===== config.mk =====
export PLATFORM = sky130hd
export DESIGN_NAME = srt_ctrl
export DESIGN_NICKNAME = d
export VERILOG_FILES = /design/src/design/srt_pkg.sv /design/src/design/srt_ctrl.sv
export SDC_FILE = /design/constraint.sdc
export NUM_CORES = 1
export LEC_CHECK = 0
export CAP_MARGIN = 20
export CORE_MARGIN = 1.5
export CORE_UTILIZATION = 59
export DETAILED_ROUTE_END_ITERATION = 8
export DONT_BUFFER_PORTS = 1
export PLACE_DENSITY = 0.82
export SLEW_MARGIN = 20
export SYNTH_ARGS = -nofsm -noshare
export SYNTH_HDL_FRONTEND = slang
export SYNTH_SLANG_ARGS = --single-unit

===== constraint.sdc =====
create_clock -name i_clk -period 3.9 [get_ports i_clk]
set_input_delay 0.78 -clock i_clk [delete_from_list [all_inputs] [get_ports i_clk]]
set_output_delay 0.78 -clock i_clk [all_outputs]
set_load 0.05 [all_outputs]

===== src/design/srt_pkg.sv =====
// ----------------------------------------------------------------------------
// srt_pkg
// Shared types, constants and helpers for the segment receive tracker.
// ----------------------------------------------------------------------------
package srt_pkg;

    localparam int SEQ_BITS_DEF   = 16;
    localparam int MAX_WINDOW_DEF = 32;

    // Bitmap rows: 32 segment numbers per memory word
    localparam int MAP_W     = 32;
    localparam int MAP_OFF_W = 5;

    // Flag bit positions
    localparam int FLAG_DAT = 0;
    localparam int FLAG_RWA = 1;
    localparam int FLAG_EOM = 2;

    // Item function codes
    localparam logic FUNC_SEG  = 1'b0;
    localparam logic FUNC_TICK = 1'b1;

    // Reply kinds
    localparam logic KIND_RWA  = 1'b0;
    localparam logic KIND_TICK = 1'b1;

    localparam int WIN_OUT_W = 6;

    typedef struct packed {
        logic rd_en;
        logic wr_en;
    } t_map_ctl;

    typedef struct packed {
        logic clearing;
        logic busy;
    } t_ctl_status;

    typedef struct packed {
        logic        kind;
        logic        ack_valid;
        logic [15:0] ack_num;
        logic [5:0]  window;
    } t_reply;

    // Position of the lowest set bit; zero when none is set
    function automatic logic [MAP_OFF_W-1:0] first_set(input logic [MAP_W-1:0] x);
        logic [MAP_OFF_W-1:0] p;
        p = '0;
        for (int i = MAP_W - 1; i >= 0; i--) begin
            if (x[i]) p = MAP_OFF_W'(i);
        end
        return p;
    endfunction

endpackage


===== src/design/srt_ctrl.sv =====
// ----------------------------------------------------------------------------
// srt_ctrl
// Sequencer: bitmap clearing, read-modify-write of data segments, row-wise
// run extension, window credit and reply composition.
// ----------------------------------------------------------------------------
module srt_ctrl
    import srt_pkg::*;
#(
    parameter int SEQ_BITS   = SEQ_BITS_DEF,
    parameter int MAX_WINDOW = MAX_WINDOW_DEF
) (
    input  logic                          i_clk,
    input  logic                          i_rst_n,
    input  logic                          i_in_valid,
    input  logic                          i_func,
    input  logic [7:0]                    i_seg_flags,
    input  logic [15:0]                   i_seg_num,
    input  logic                          i_slot_free,
    output logic                          o_push,
    output t_reply                        o_reply,
    output t_ctl_status                   o_status,
    output t_map_ctl                      o_map_ctl,
    output logic [SEQ_BITS-MAP_OFF_W-1:0] o_wr_addr,
    output logic [MAP_W-1:0]              o_wr_data,
    output logic [SEQ_BITS-MAP_OFF_W-1:0] o_rd_addr,
    input  logic [MAP_W-1:0]              i_rd_data
);

    localparam int ROW_W = SEQ_BITS - MAP_OFF_W;
    localparam int WIN_W = $clog2(MAX_WINDOW + 1);
    localparam logic [SEQ_BITS-1:0] SEQ_MASK = {SEQ_BITS{1'b1}};
    localparam logic [ROW_W-1:0]    ROW_LAST = {ROW_W{1'b1}};

    localparam logic [2:0] ST_CLEAR = 3'd0;
    localparam logic [2:0] ST_IDLE  = 3'd1;
    localparam logic [2:0] ST_LOOK  = 3'd2;
    localparam logic [2:0] ST_XRD   = 3'd3;
    localparam logic [2:0] ST_XCHK  = 3'd4;
    localparam logic [2:0] ST_EMIT  = 3'd5;

    logic [2:0]           r_state,    n_state;
    logic [ROW_W-1:0]     r_clr,      n_clr;
    logic [SEQ_BITS-1:0]  r_num,      n_num;
    logic [SEQ_BITS-1:0]  r_lowest,   n_lowest;
    logic [SEQ_BITS-1:0]  r_run_end,  n_run_end;
    logic                 r_any,      n_any;
    logic [WIN_W-1:0]     r_win,      n_win;
    logic                 r_finished, n_finished;
    logic [ROW_W-1:0]     r_scan_row, n_scan_row;
    logic [MAP_OFF_W-1:0] r_scan_off, n_scan_off;
    t_reply               r_rep,      n_rep;

    logic                 accept;
    logic [SEQ_BITS-1:0]  in_num;
    logic [WIN_W-1:0]     win_dec;
    logic [WIN_W-1:0]     win_next;
    logic [MAP_W-1:0]     bit_mask;
    logic [MAP_W-1:0]     zeros;
    logic [ROW_W-1:0]     row_next;
    logic [SEQ_BITS-1:0]  row_end;
    logic [SEQ_BITS-1:0]  run_next;

    function automatic logic [WIN_OUT_W-1:0] win_field(input logic [WIN_W-1:0] w);
        if (32'(w) > 63) return WIN_OUT_W'(63);
        return WIN_OUT_W'(w);
    endfunction

    assign accept   = i_in_valid && (r_state == ST_IDLE);
    assign in_num   = i_seg_num[SEQ_BITS-1:0];
    assign win_dec  = (r_win != '0) ? r_win - WIN_W'(1) : r_win;
    assign win_next = (win_dec == '0) ? WIN_W'(MAX_WINDOW) : win_dec;
    assign bit_mask = MAP_W'(1) << r_num[MAP_OFF_W-1:0];
    // zero bits at or above the scan start offset
    assign zeros    = ~i_rd_data & ~((MAP_W'(1) << r_scan_off) - MAP_W'(1));
    assign row_next = r_scan_row + ROW_W'(1);
    assign row_end  = {r_scan_row, {MAP_OFF_W{1'b1}}};
    assign run_next = r_run_end + SEQ_BITS'(1);

    always_comb begin
        n_state    = r_state;
        n_clr      = r_clr;
        n_num      = r_num;
        n_lowest   = r_lowest;
        n_run_end  = r_run_end;
        n_any      = r_any;
        n_win      = r_win;
        n_finished = r_finished;
        n_scan_row = r_scan_row;
        n_scan_off = r_scan_off;
        n_rep      = r_rep;
        o_map_ctl  = '0;
        o_wr_addr  = '0;
        o_wr_data  = '0;
        o_rd_addr  = '0;
        o_push     = 1'b0;

        unique case (r_state)
            ST_CLEAR: begin
                o_map_ctl.wr_en = 1'b1;
                o_wr_addr       = r_clr;
                n_clr           = r_clr + ROW_W'(1);
                if (r_clr == ROW_LAST) n_state = ST_IDLE;
            end
            ST_IDLE: begin
                if (accept && !r_finished) begin
                    n_rep.ack_valid = r_any;
                    n_rep.ack_num   = r_any ? 16'(r_run_end) : 16'd0;
                    if (i_func == FUNC_TICK) begin
                        n_rep.kind   = KIND_TICK;
                        n_rep.window = win_field(r_win);
                        if (r_any) n_state = ST_EMIT;
                    end else if (i_seg_flags[FLAG_DAT]) begin
                        n_win           = win_next;
                        n_num           = in_num;
                        o_map_ctl.rd_en = 1'b1;
                        o_rd_addr       = in_num[SEQ_BITS-1:MAP_OFF_W];
                        n_state         = ST_LOOK;
                    end else if (i_seg_flags[FLAG_RWA]) begin
                        n_win        = win_next;
                        n_rep.kind   = KIND_RWA;
                        n_rep.window = win_field(win_dec);
                        n_state      = ST_EMIT;
                    end else if (i_seg_flags[FLAG_EOM]) begin
                        // no reload after end of message
                        n_win      = win_dec;
                        n_finished = 1'b1;
                    end else begin
                        n_win = win_next;
                    end
                end
            end
            ST_LOOK: begin
                if ((i_rd_data & bit_mask) != '0) begin
                    n_state = ST_IDLE;
                end else begin
                    o_map_ctl.wr_en = 1'b1;
                    o_wr_addr       = r_num[SEQ_BITS-1:MAP_OFF_W];
                    o_wr_data       = i_rd_data | bit_mask;
                    if (!r_any || r_num < r_lowest) begin
                        n_any     = 1'b1;
                        n_lowest  = r_num;
                        n_run_end = r_num;
                        n_state   = (r_num == SEQ_MASK) ? ST_IDLE : ST_XRD;
                    end else if (r_run_end != SEQ_MASK && r_num == run_next) begin
                        n_state = ST_XRD;
                    end else begin
                        n_state = ST_IDLE;
                    end
                end
            end
            ST_XRD: begin
                // row write landed at the last edge, so this read sees it
                o_map_ctl.rd_en = 1'b1;
                o_rd_addr       = run_next[SEQ_BITS-1:MAP_OFF_W];
                n_scan_row      = run_next[SEQ_BITS-1:MAP_OFF_W];
                n_scan_off      = run_next[MAP_OFF_W-1:0];
                n_state         = ST_XCHK;
            end
            ST_XCHK: begin
                if (zeros == '0) begin
                    n_run_end = row_end;
                    if (row_end == SEQ_MASK) begin
                        n_state = ST_IDLE;
                    end else begin
                        o_map_ctl.rd_en = 1'b1;
                        o_rd_addr       = row_next;
                        n_scan_row      = row_next;
                        n_scan_off      = '0;
                    end
                end else begin
                    n_run_end = {r_scan_row, first_set(zeros)} - SEQ_BITS'(1);
                    n_state   = ST_IDLE;
                end
            end
            ST_EMIT: begin
                if (i_slot_free) begin
                    o_push  = 1'b1;
                    n_state = ST_IDLE;
                end
            end
            default: n_state = ST_IDLE;
        endcase
    end

    always_ff @(posedge i_clk) begin
        if (!i_rst_n) begin
            r_state    <= ST_CLEAR;
            r_clr      <= '0;
            r_lowest   <= '0;
            r_run_end  <= '0;
            r_any      <= 1'b0;
            r_win      <= WIN_W'(MAX_WINDOW);
            r_finished <= 1'b0;
        end else begin
            r_state    <= n_state;
            r_clr      <= n_clr;
            r_lowest   <= n_lowest;
            r_run_end  <= n_run_end;
            r_any      <= n_any;
            r_win      <= n_win;
            r_finished <= n_finished;
        end
    end

    always_ff @(posedge i_clk) begin
        r_num      <= n_num;
        r_scan_row <= n_scan_row;
        r_scan_off <= n_scan_off;
        r_rep      <= n_rep;
    end

    assign o_reply           = r_rep;
    assign o_status.clearing = (r_state == ST_CLEAR);
    assign o_status.busy     = (r_state != ST_IDLE);

endmodule


==> flow_metrics.env, run 1 <==
export IMPL_status="finished with violations"
export IMPL_violations="setup timing"
export IMPL_r2r_end="r_run_end[8]"
export IMPL_grt_max_degree=40
export IMPL_power_leakage_nw=3.83
export IMPL_drv_slew=0
export IMPL_synth_cell_area_mm2=0.00803
export IMPL_maxSlewHeadroom=0.409
export IMPL_hold_viol_final=0
export IMPL_multiInputGateArea_mm2=0.00525
export IMPL_rr_startpoint="r_scan_off[4]"
export IMPL_yosys_area_share_simple=0.247
export IMPL_rsz0062_at_grt="yes"
export IMPL_die_x_um=120
export IMPL_r2r_setup_slack_ns=-0.09
export IMPL_root_buffer="clkbuf_16"
export IMPL_period_share=1.13
export IMPL_synthArstFlopShare=0
export IMPL_synth_top_family_by_area="simple AND/OR/NAND/NOR gates"
export IMPL_dieArea_mm2=0.0143
export IMPL_dp_cells=1238
export IMPL_nNetsFinal=1175
export IMPL_period_minus_slack_ns=4.43
export IMPL_synth_fa_ha_area_frac=0.0374
export IMPL_tritoncts="yes"
export IMPL_cts_hold_buf=0
export IMPL_port_buffer_count=0
export IMPL_drt_iter0_drc=1054
export IMPL_synth_compound_area_share=0.222
export IMPL_syn_num_nets=1078
export IMPL_regArea_mm2=0.00276
export IMPL_drtAntennaViolNets=0
export IMPL_fmax_mhz=226
export IMPL_cts_sinks=110
export IMPL_dr_total_vias=8313
export IMPL_gr_total_overflow=0
export IMPL_ys_flop_type="edfxtp_1"
export IMPL_p_int_mw=2.30
export IMPL_rows=42
export IMPL_synth_edff_count=56
export IMPL_drt_total_wl_um=26700
export IMPL_worst_endpoint_arrival_ns=3.65
export IMPL_pwr_density_cell_mw_per_mm2=374
export IMPL_core_region_area_mm2=0.0132
export IMPL_p_clk_frac=0.257
export IMPL_firstDrtPassIters=6
export IMPL_postLayoutCellArea_mm2=0.0101
export IMPL_syn_area_per_cell_um2=8.09
export IMPL_drive_above_1_share=0.210
export IMPL_syn2layout_area_growth_pct=25.3
export IMPL_ys_seq_area_frac=0.344
export IMPL_routabilityCongestion=1.01
export IMPL_synth_xor_area_frac=0.0665
export IMPL_setup_viol=14
export IMPL_hold_path_end="r_lowest[13]"
export IMPL_wl_per_cell_um=21.0
export IMPL_worstPathRequired_ns=3.12
export IMPL_die_y_um=120
export IMPL_cts_htree_levels=3
export IMPL_fill_cells=950
export IMPL_clkTransAtPathRegs_ns=0.07
export IMPL_critPathCaptureType="primary output"
export IMPL_place_area_mm2=0.00942
export IMPL_worst_pin_slew_ns=0.884
export IMPL_clk_latency_ns=0.36
export IMPL_fin_tns_setup_ns=-5.86
export IMPL_p_sw_mw=1.46
export IMPL_worstRegToRegCells=19
export IMPL_crit_path_start_kind="register"
export IMPL_critical_path_class="register to primary output"
export IMPL_route_detailed_drc=0
export IMPL_dp_hpwl_um=19500
export IMPL_sw_frac_of_total=0.389
export IMPL_vias_per_cell=6.54
export IMPL_min_from="r_lowest[13]"
export IMPL_grt_first_pass_wirelength_um=40800
export IMPL_hold_class="register to register"
export IMPL_ir_worst_vdd_v=0.000397
export IMPL_skew_ns=0.00824
export IMPL_ios=144
export IMPL_final_cells=1271
export IMPL_grt_pass1_vias=7605
export IMPL_ys_ff_latch=110
export IMPL_synth_cells=993
export IMPL_antenna_found_initial=0
export IMPL_yosysWarnings=0
export IMPL_p_seq_frac=0.439
export IMPL_path_max_fanout=10
export IMPL_clk_path_buf_depth=2
export IMPL_finalWorstSetupSlack_ns=-0.526
export IMPL_crit_chain="nor3_4, nand2b_4, ha_4, buf_6, or4bb_1, a21oi_2, a211o_1, and4_4, nand4_1, a211o_1, buf_12, o221ai_4, buf_12"
export IMPL_diodes=0
export IMPL_power_frac_comb=0.304
export IMPL_hold_path_depth=2
export IMPL_grt_total_usage=0.364
export IMPL_whs_ns=0.460
export IMPL_critPathMaxStageDelay_ns=0.49
export IMPL_ys_types=77
export IMPL_cpMaxStageDelayCell="edfxtp_1"
export IMPL_maxCapViolCount=0
export IMPL_synth_mux_area_fraction=0.0265
export IMPL_cts_buffers=9
export IMPL_initial_core_util=0.606
-- how the worst max path moves through the flow --
stage | from | to | slack [ns] | depth (start not counted)
floorplan | r_scan_off[0] | o_rd_addr[0] | -0.25 | 14
global placement | r_scan_off[3] | o_rd_addr[10] | -0.14 | 12
detailed placement | r_scan_off[3] | o_rd_addr[10] | -0.20 | 12
CTS | r_scan_off[4] | o_rd_addr[9] | -0.45 | 12
global route | r_scan_off[4] | o_rd_addr[0] | -0.62 | 13
finish | r_scan_off[4] | o_rd_addr[9] | -0.53 | 13
-- kinds of logic after synthesis --
kind of cell | after synthesis
multiplexers | 21
adder cells (fa/ha/maj) | 24
AO/OA/AOI/OAI | 270
AND/OR/NAND/NOR | 394
buffers and inverters | 113
flip-flops | 110
XOR/XNOR | 61
-- cell usage in the layout, fill, tap and decap left out, types with 5 or more instances in the layout --
cell type / Yosys / final
a211o_1: 5 / 5
nand2b_1: 14 / 13
nor2_1: 93 / 90
dfxtp_1: 54 / 54
o221ai_4: 0 / 12
nor3b_1: 9 / 8
or4_1: 6 / 5
o21a_1: 5 / 5
edfxtp_1: 56 / 56
a21oi_1: 88 / 84
nor4_1: 8 / 7
nand2_1: 111 / 110
a31oi_1: 15 / 15
ha_1: 24 / 22
a21o_1: 9 / 9
and3_1: 19 / 19
nand3_1: 20 / 18
buf_4: 1 / 129
and2_1: 23 / 23
o31ai_1: 9 / 6
nor2b_1: 10 / 9
o21ai_0: 46 / 31
clkbuf_16: 0 / 9
xor2_1: 29 / 29
a211oi_1: 8 / 7
inv_1: 50 / 50
o2111ai_1: 7 / 5
a221oi_1: 7 / 7
or3_1: 12 / 10
nand4_1: 14 / 14
nor3_1: 27 / 21
xnor2_1: 32 / 32
o21ai_1: 3 / 18
o211ai_1: 10 / 10
buf_6: 1 / 5
buf_12: 0 / 15
mux2i_1: 19 / 19
-- critical path: cells and delay by family (launching register included) --
| family | cells | cell delay [ns] |
|---|---|---|
| simple gates | 5 | 1.22 |
| compound gates | 4 | 0.91 |
| flops | 1 | 0.49 |
| buf+inv | 3 | 0.48 |
| fa+ha+maj | 1 | 0.18 |
-- power groups by stage --
stage	sequential, mW	clock (mW)	combinational (mW)
floorplan	1.58	0	0.856
global placement	1.66	0	1.06
detailed placement	1.67	0	1.10
CTS	1.64	0.969	1.12
global route	1.67	1.01	1.23
finish	1.65	0.965	1.15
-- flip-flops by register name, indices dropped and copies added, names as in the netlist --
name and flops:
o_reply 24, r_any 1, r_clr 11, r_finished 1
r_lowest 16, r_num 16, r_run_end 16, r_scan_off 5
r_scan_row 11, r_state 3, r_win 6
-- through the flow --
step | worst slack [ns] | total power [mW] | utilization
floorplan | -0.255 | 2.44 | -
global placement | -0.138 | 2.73 | 0.711
detailed placement | -0.197 | 2.77 | 0.711
CTS | -0.449 | 3.73 | 0.743
global route | -0.616 | 3.91 | 0.759
finish | -0.526 | 3.76 | 0.759
-- what timing repair did --
action | in CTS | in global routing
buffers inserted | 6 | 11
resized for setup | 13 | 33
pin swaps | 5 | 5
setup endpoints to repair | 16 | 50
-- routing by layer --
| layer | track usage | wire length, um | vias to the layer above |
|---|---|---|---|
| li1 | - | - | 3799 |
| met1 | 0.440 | 9910 | 3853 |
| met2 | 0.615 | 12800 | 544 |
| met3 | 0.0642 | 2460 | 117 |
| met4 | 0.205 | 1500 | 0 |
| met5 | 0 | 0 | - |
-- area by class of cell --
cell class | count | area share
Clock buffer | 10 | 0.0228
Clock inverter | 6 | 0.00809
Inverter | 50 | 0.0187
Multi-Input combinational cell | 770 | 0.522
Sequential cell | 110 | 0.275
Tap cell | 176 | 0.0219
Timing Repair Buffer | 149 | 0.132
-- synth_stat cells (5+ instances only) --
| cell | instances | area, um^2 |
|---|---|---|
| nand2_1 | 111 | 417 |
| nor2_1 | 93 | 349 |
| a21oi_1 | 88 | 440 |
| edfxtp_1 | 56 | 1680 |
| dfxtp_1 | 54 | 1080 |
| inv_1 | 50 | 188 |
| o21ai_0 | 46 | 230 |
| clkbuf_1 | 44 | 165 |
| xnor2_1 | 32 | 280 |
| xor2_1 | 29 | 254 |
| nor3_1 | 27 | 135 |
| ha_1 | 24 | 300 |
| and2_1 | 23 | 144 |
| nand3_1 | 20 | 100 |
| and3_1 | 19 | 119 |
| mux2i_1 | 19 | 190 |
| a31oi_1 | 15 | 93.8 |
| nand2b_1 | 14 | 87.6 |
| nand4_1 | 14 | 87.6 |
| buf_2 | 13 | 65.1 |
| o221ai_1 | 13 | 114 |
| or3_1 | 12 | 75.1 |
| nor2b_1 | 10 | 62.6 |
| o211ai_1 | 10 | 75.1 |
| a21o_1 | 9 | 67.6 |
| nor3b_1 | 9 | 67.6 |
| o31ai_1 | 9 | 67.6 |
| a211oi_1 | 8 | 60.1 |
| nor4_1 | 8 | 50.1 |
| a221oi_1 | 7 | 61.3 |
| o2111ai_1 | 7 | 61.3 |
| or2_2 | 6 | 37.5 |
| or4_1 | 6 | 45.0 |
| a211o_1 | 5 | 43.8 |
| o21a_1 | 5 | 37.5 |
Note: power is estimated with default switching activity, not from simulation.
==> run 2: changes to the inputs <==
REMOVE_ABC_BUFFERS = 1   (was not set)
==> run 2 against run 1 <==
  * Flip-flop and latch count unchanged
  * Via count increased by 5.5%
  * Cell area rose by 0.87%
  * Sequential share of layout area decreased by 0.24 points
  * Wire length up 8.1%
  * Core utilization increased by 0.66 points
  * Clock skew rose by 0.0019 ns
  * Fmax is 1.2% lower
  * Critical endpoint is now o_rd_addr[2]
  * Combinational power about the same
  * The run still ends with setup timing left
==> flow_metrics.env, run 2 (same netlist as run 1, synthesis figures left out) <==
export IMPL_finalWorstSetupSlack_ns=-0.579
export IMPL_worstSetupEndpoint="o_rd_addr[2]"
export IMPL_gr_total_overflow=0
export IMPL_hold_path_depth=2
export IMPL_r2r_setup_slack_ns=-0.04
export IMPL_tritoncts="yes"
export IMPL_final_cell_mix="buf_4, nand2_1, nor2_1, a21oi_1, edfxtp_1"
export IMPL_r2r_end="r_run_end[8]"
export IMPL_fmax_mhz=223
export IMPL_critPathCaptureType="primary output"
export IMPL_skew_ns=0.0102
export IMPL_antenna_found_initial=1
export IMPL_period_share=1.15
export IMPL_worstPathRequired_ns=3.12
export IMPL_syn2layout_area_growth_pct=26.4
export IMPL_pwr_density_cell_mw_per_mm2=365
export IMPL_wl_per_cell_um=22.2
export IMPL_maxSlewHeadroom=0.400
export IMPL_maxCapViolCount=0
export IMPL_crit_start="r_scan_off[2]"
export IMPL_nNetsFinal=1199
export IMPL_die_x_um=120
export IMPL_grt_total_usage=0.382
export IMPL_power_mw=3.70
export IMPL_p_clk_frac=0.244
export IMPL_root_buffer="clkbuf_16"
export IMPL_ir_worst_vdd_v=0.000330
export IMPL_drv_slew=0
export IMPL_worst_pin_slew_ns=0.897
export IMPL_path_max_fanout=7
export IMPL_power_frac_comb=0.310
export IMPL_largest_reg_flops=24
export IMPL_drtAntennaViolNets=0
export IMPL_worst_endpoint_arrival_ns=3.70
export IMPL_drt_total_wl_um=28800
export IMPL_drt_iter0_drc=1174
export IMPL_dr_total_vias=8768
export IMPL_rr_startpoint="r_scan_off[2]"
export IMPL_route_detailed_drc=0
export IMPL_setup_viol=13
export IMPL_grt_first_pass_wirelength_um=42900
export IMPL_fin_util=0.766
export IMPL_power_leakage_nw=3.96
export IMPL_core_region_area_mm2=0.0132
export IMPL_sw_frac_of_total=0.398
export IMPL_pre_cts_ws_ns=-0.385
export IMPL_initial_core_util=0.606
export IMPL_crit_path_start_kind="register"
export IMPL_rsz0062_at_grt="yes"
export IMPL_firstDrtPassIters=6
export IMPL_period_minus_slack_ns=4.48
export IMPL_cts_htree_levels=3
export IMPL_p_seq_frac=0.446
export IMPL_grt_pass1_vias=8041
export IMPL_die_y_um=120
export IMPL_ios=144
export IMPL_status="finished with violations"
export IMPL_drive_above_1_share=0.231
export IMPL_p_int_mw=2.23
export IMPL_cts_sinks=110
export IMPL_rows=42
export IMPL_hold_viol_final=0
export IMPL_worstRegToRegCells=19
export IMPL_vias_per_cell=6.77
export IMPL_violations="setup timing"
export IMPL_dieArea_mm2=0.0143
export IMPL_critical_path_class="register to primary output"
export IMPL_final_common_cell="buf_4"
export IMPL_whs_ns=0.456
export IMPL_hold_class="register to register"
export IMPL_clk_latency_ns=0.37
export IMPL_dp_hpwl_um=19300
export IMPL_cts_buffers=9
export IMPL_port_buffer_count=0
export IMPL_fill_cells=880
export IMPL_p_sw_mw=1.47
export IMPL_grt_max_degree=40
export IMPL_clk_path_buf_depth=2
export IMPL_clkTransAtPathRegs_ns=0.07
export IMPL_routabilityCongestion=0.950
-- run 2: worst min-delay path by stage --
stage                        endpoint        start
after floorplan            r_finished   r_finished
after global placement    r_lowest[3]  r_lowest[3]
after detailed placement  r_lowest[9]  r_lowest[9]
after CTS                 r_lowest[9]  r_lowest[9]
after global routing      r_lowest[8]  r_lowest[8]
final                     r_lowest[8]  r_lowest[8]
-- run 2: critical path, cell delays in order (launching register included) --
cell      delay (ns)
edfxtp_1        0.48
buf_4           0.19
nor2_4          0.12
nand3_4         0.08
ha_4            0.20
buf_12          0.14
buf_4           0.15
nor4_1          0.17
o211a_1         0.27
o31ai_4         0.09
nor4_4          0.35
nand4_1         0.21
a211o_1         0.32
buf_6           0.17
o221ai_4        0.20
buf_12          0.17
-- run 2: layer usage --
| metal | vias up | share of wire | track usage | routed length, um |
|---|---|---|---|---|
| met3 | 156 | 0.11 | 0.0656 | 3210 |
| met1 | 4046 | 0.35 | 0.470 | 10200 |
| met5 | - | 0 | 0 | 0 |
| met4 | 0 | 0.071 | 0.217 | 2050 |
| met2 | 713 | 0.46 | 0.636 | 13300 |
| li1 | 3853 | - | - | - |
-- run 2: through the flow --
stage	TNS [ns]	std cells	instance area (um^2)
finish	-6.71	1296	10100
global route	-8.25	1296	10100
CTS	-5.26	1278	9850
detailed placement	-4.43	1247	9120
global placement	-3.83	1247	9120
floorplan	-33.10	930	7760
-- run 2: layout make-up --
class                      count  area (um^2)  area share
antenna                        1         2.50    0.000247
tap                          176          220      0.0217
inverter                      50          188      0.0185
clock buffer                   9          225      0.0222
multi-input combinational    771         5260       0.519
sequential                   110         2760       0.272
clock inverter                 7         58.8     0.00580
timing repair buffer         172         1430       0.141
-- run 2: power groups by stage --
stage | Sequential, mW | Combinational (mW) | Clock, mW
global placement | 1.66 | 1.03 | 0
global route | 1.66 | 1.23 | 0.939
floorplan | 1.61 | 0.780 | 0
CTS | 1.63 | 1.08 | 0.896
detailed placement | 1.66 | 1.05 | 0
finish | 1.65 | 1.15 | 0.903
-- run 2: timing repair --
action / 4_1_cts / 5_1_grt
setup buffers: 14 / 16
hold buffers: 0 / 0
pin swaps: 23 / 11
gates resized for setup: 58 / 34
cloned: 2 / 0
endpoints found under the setup margin: 35 / 56
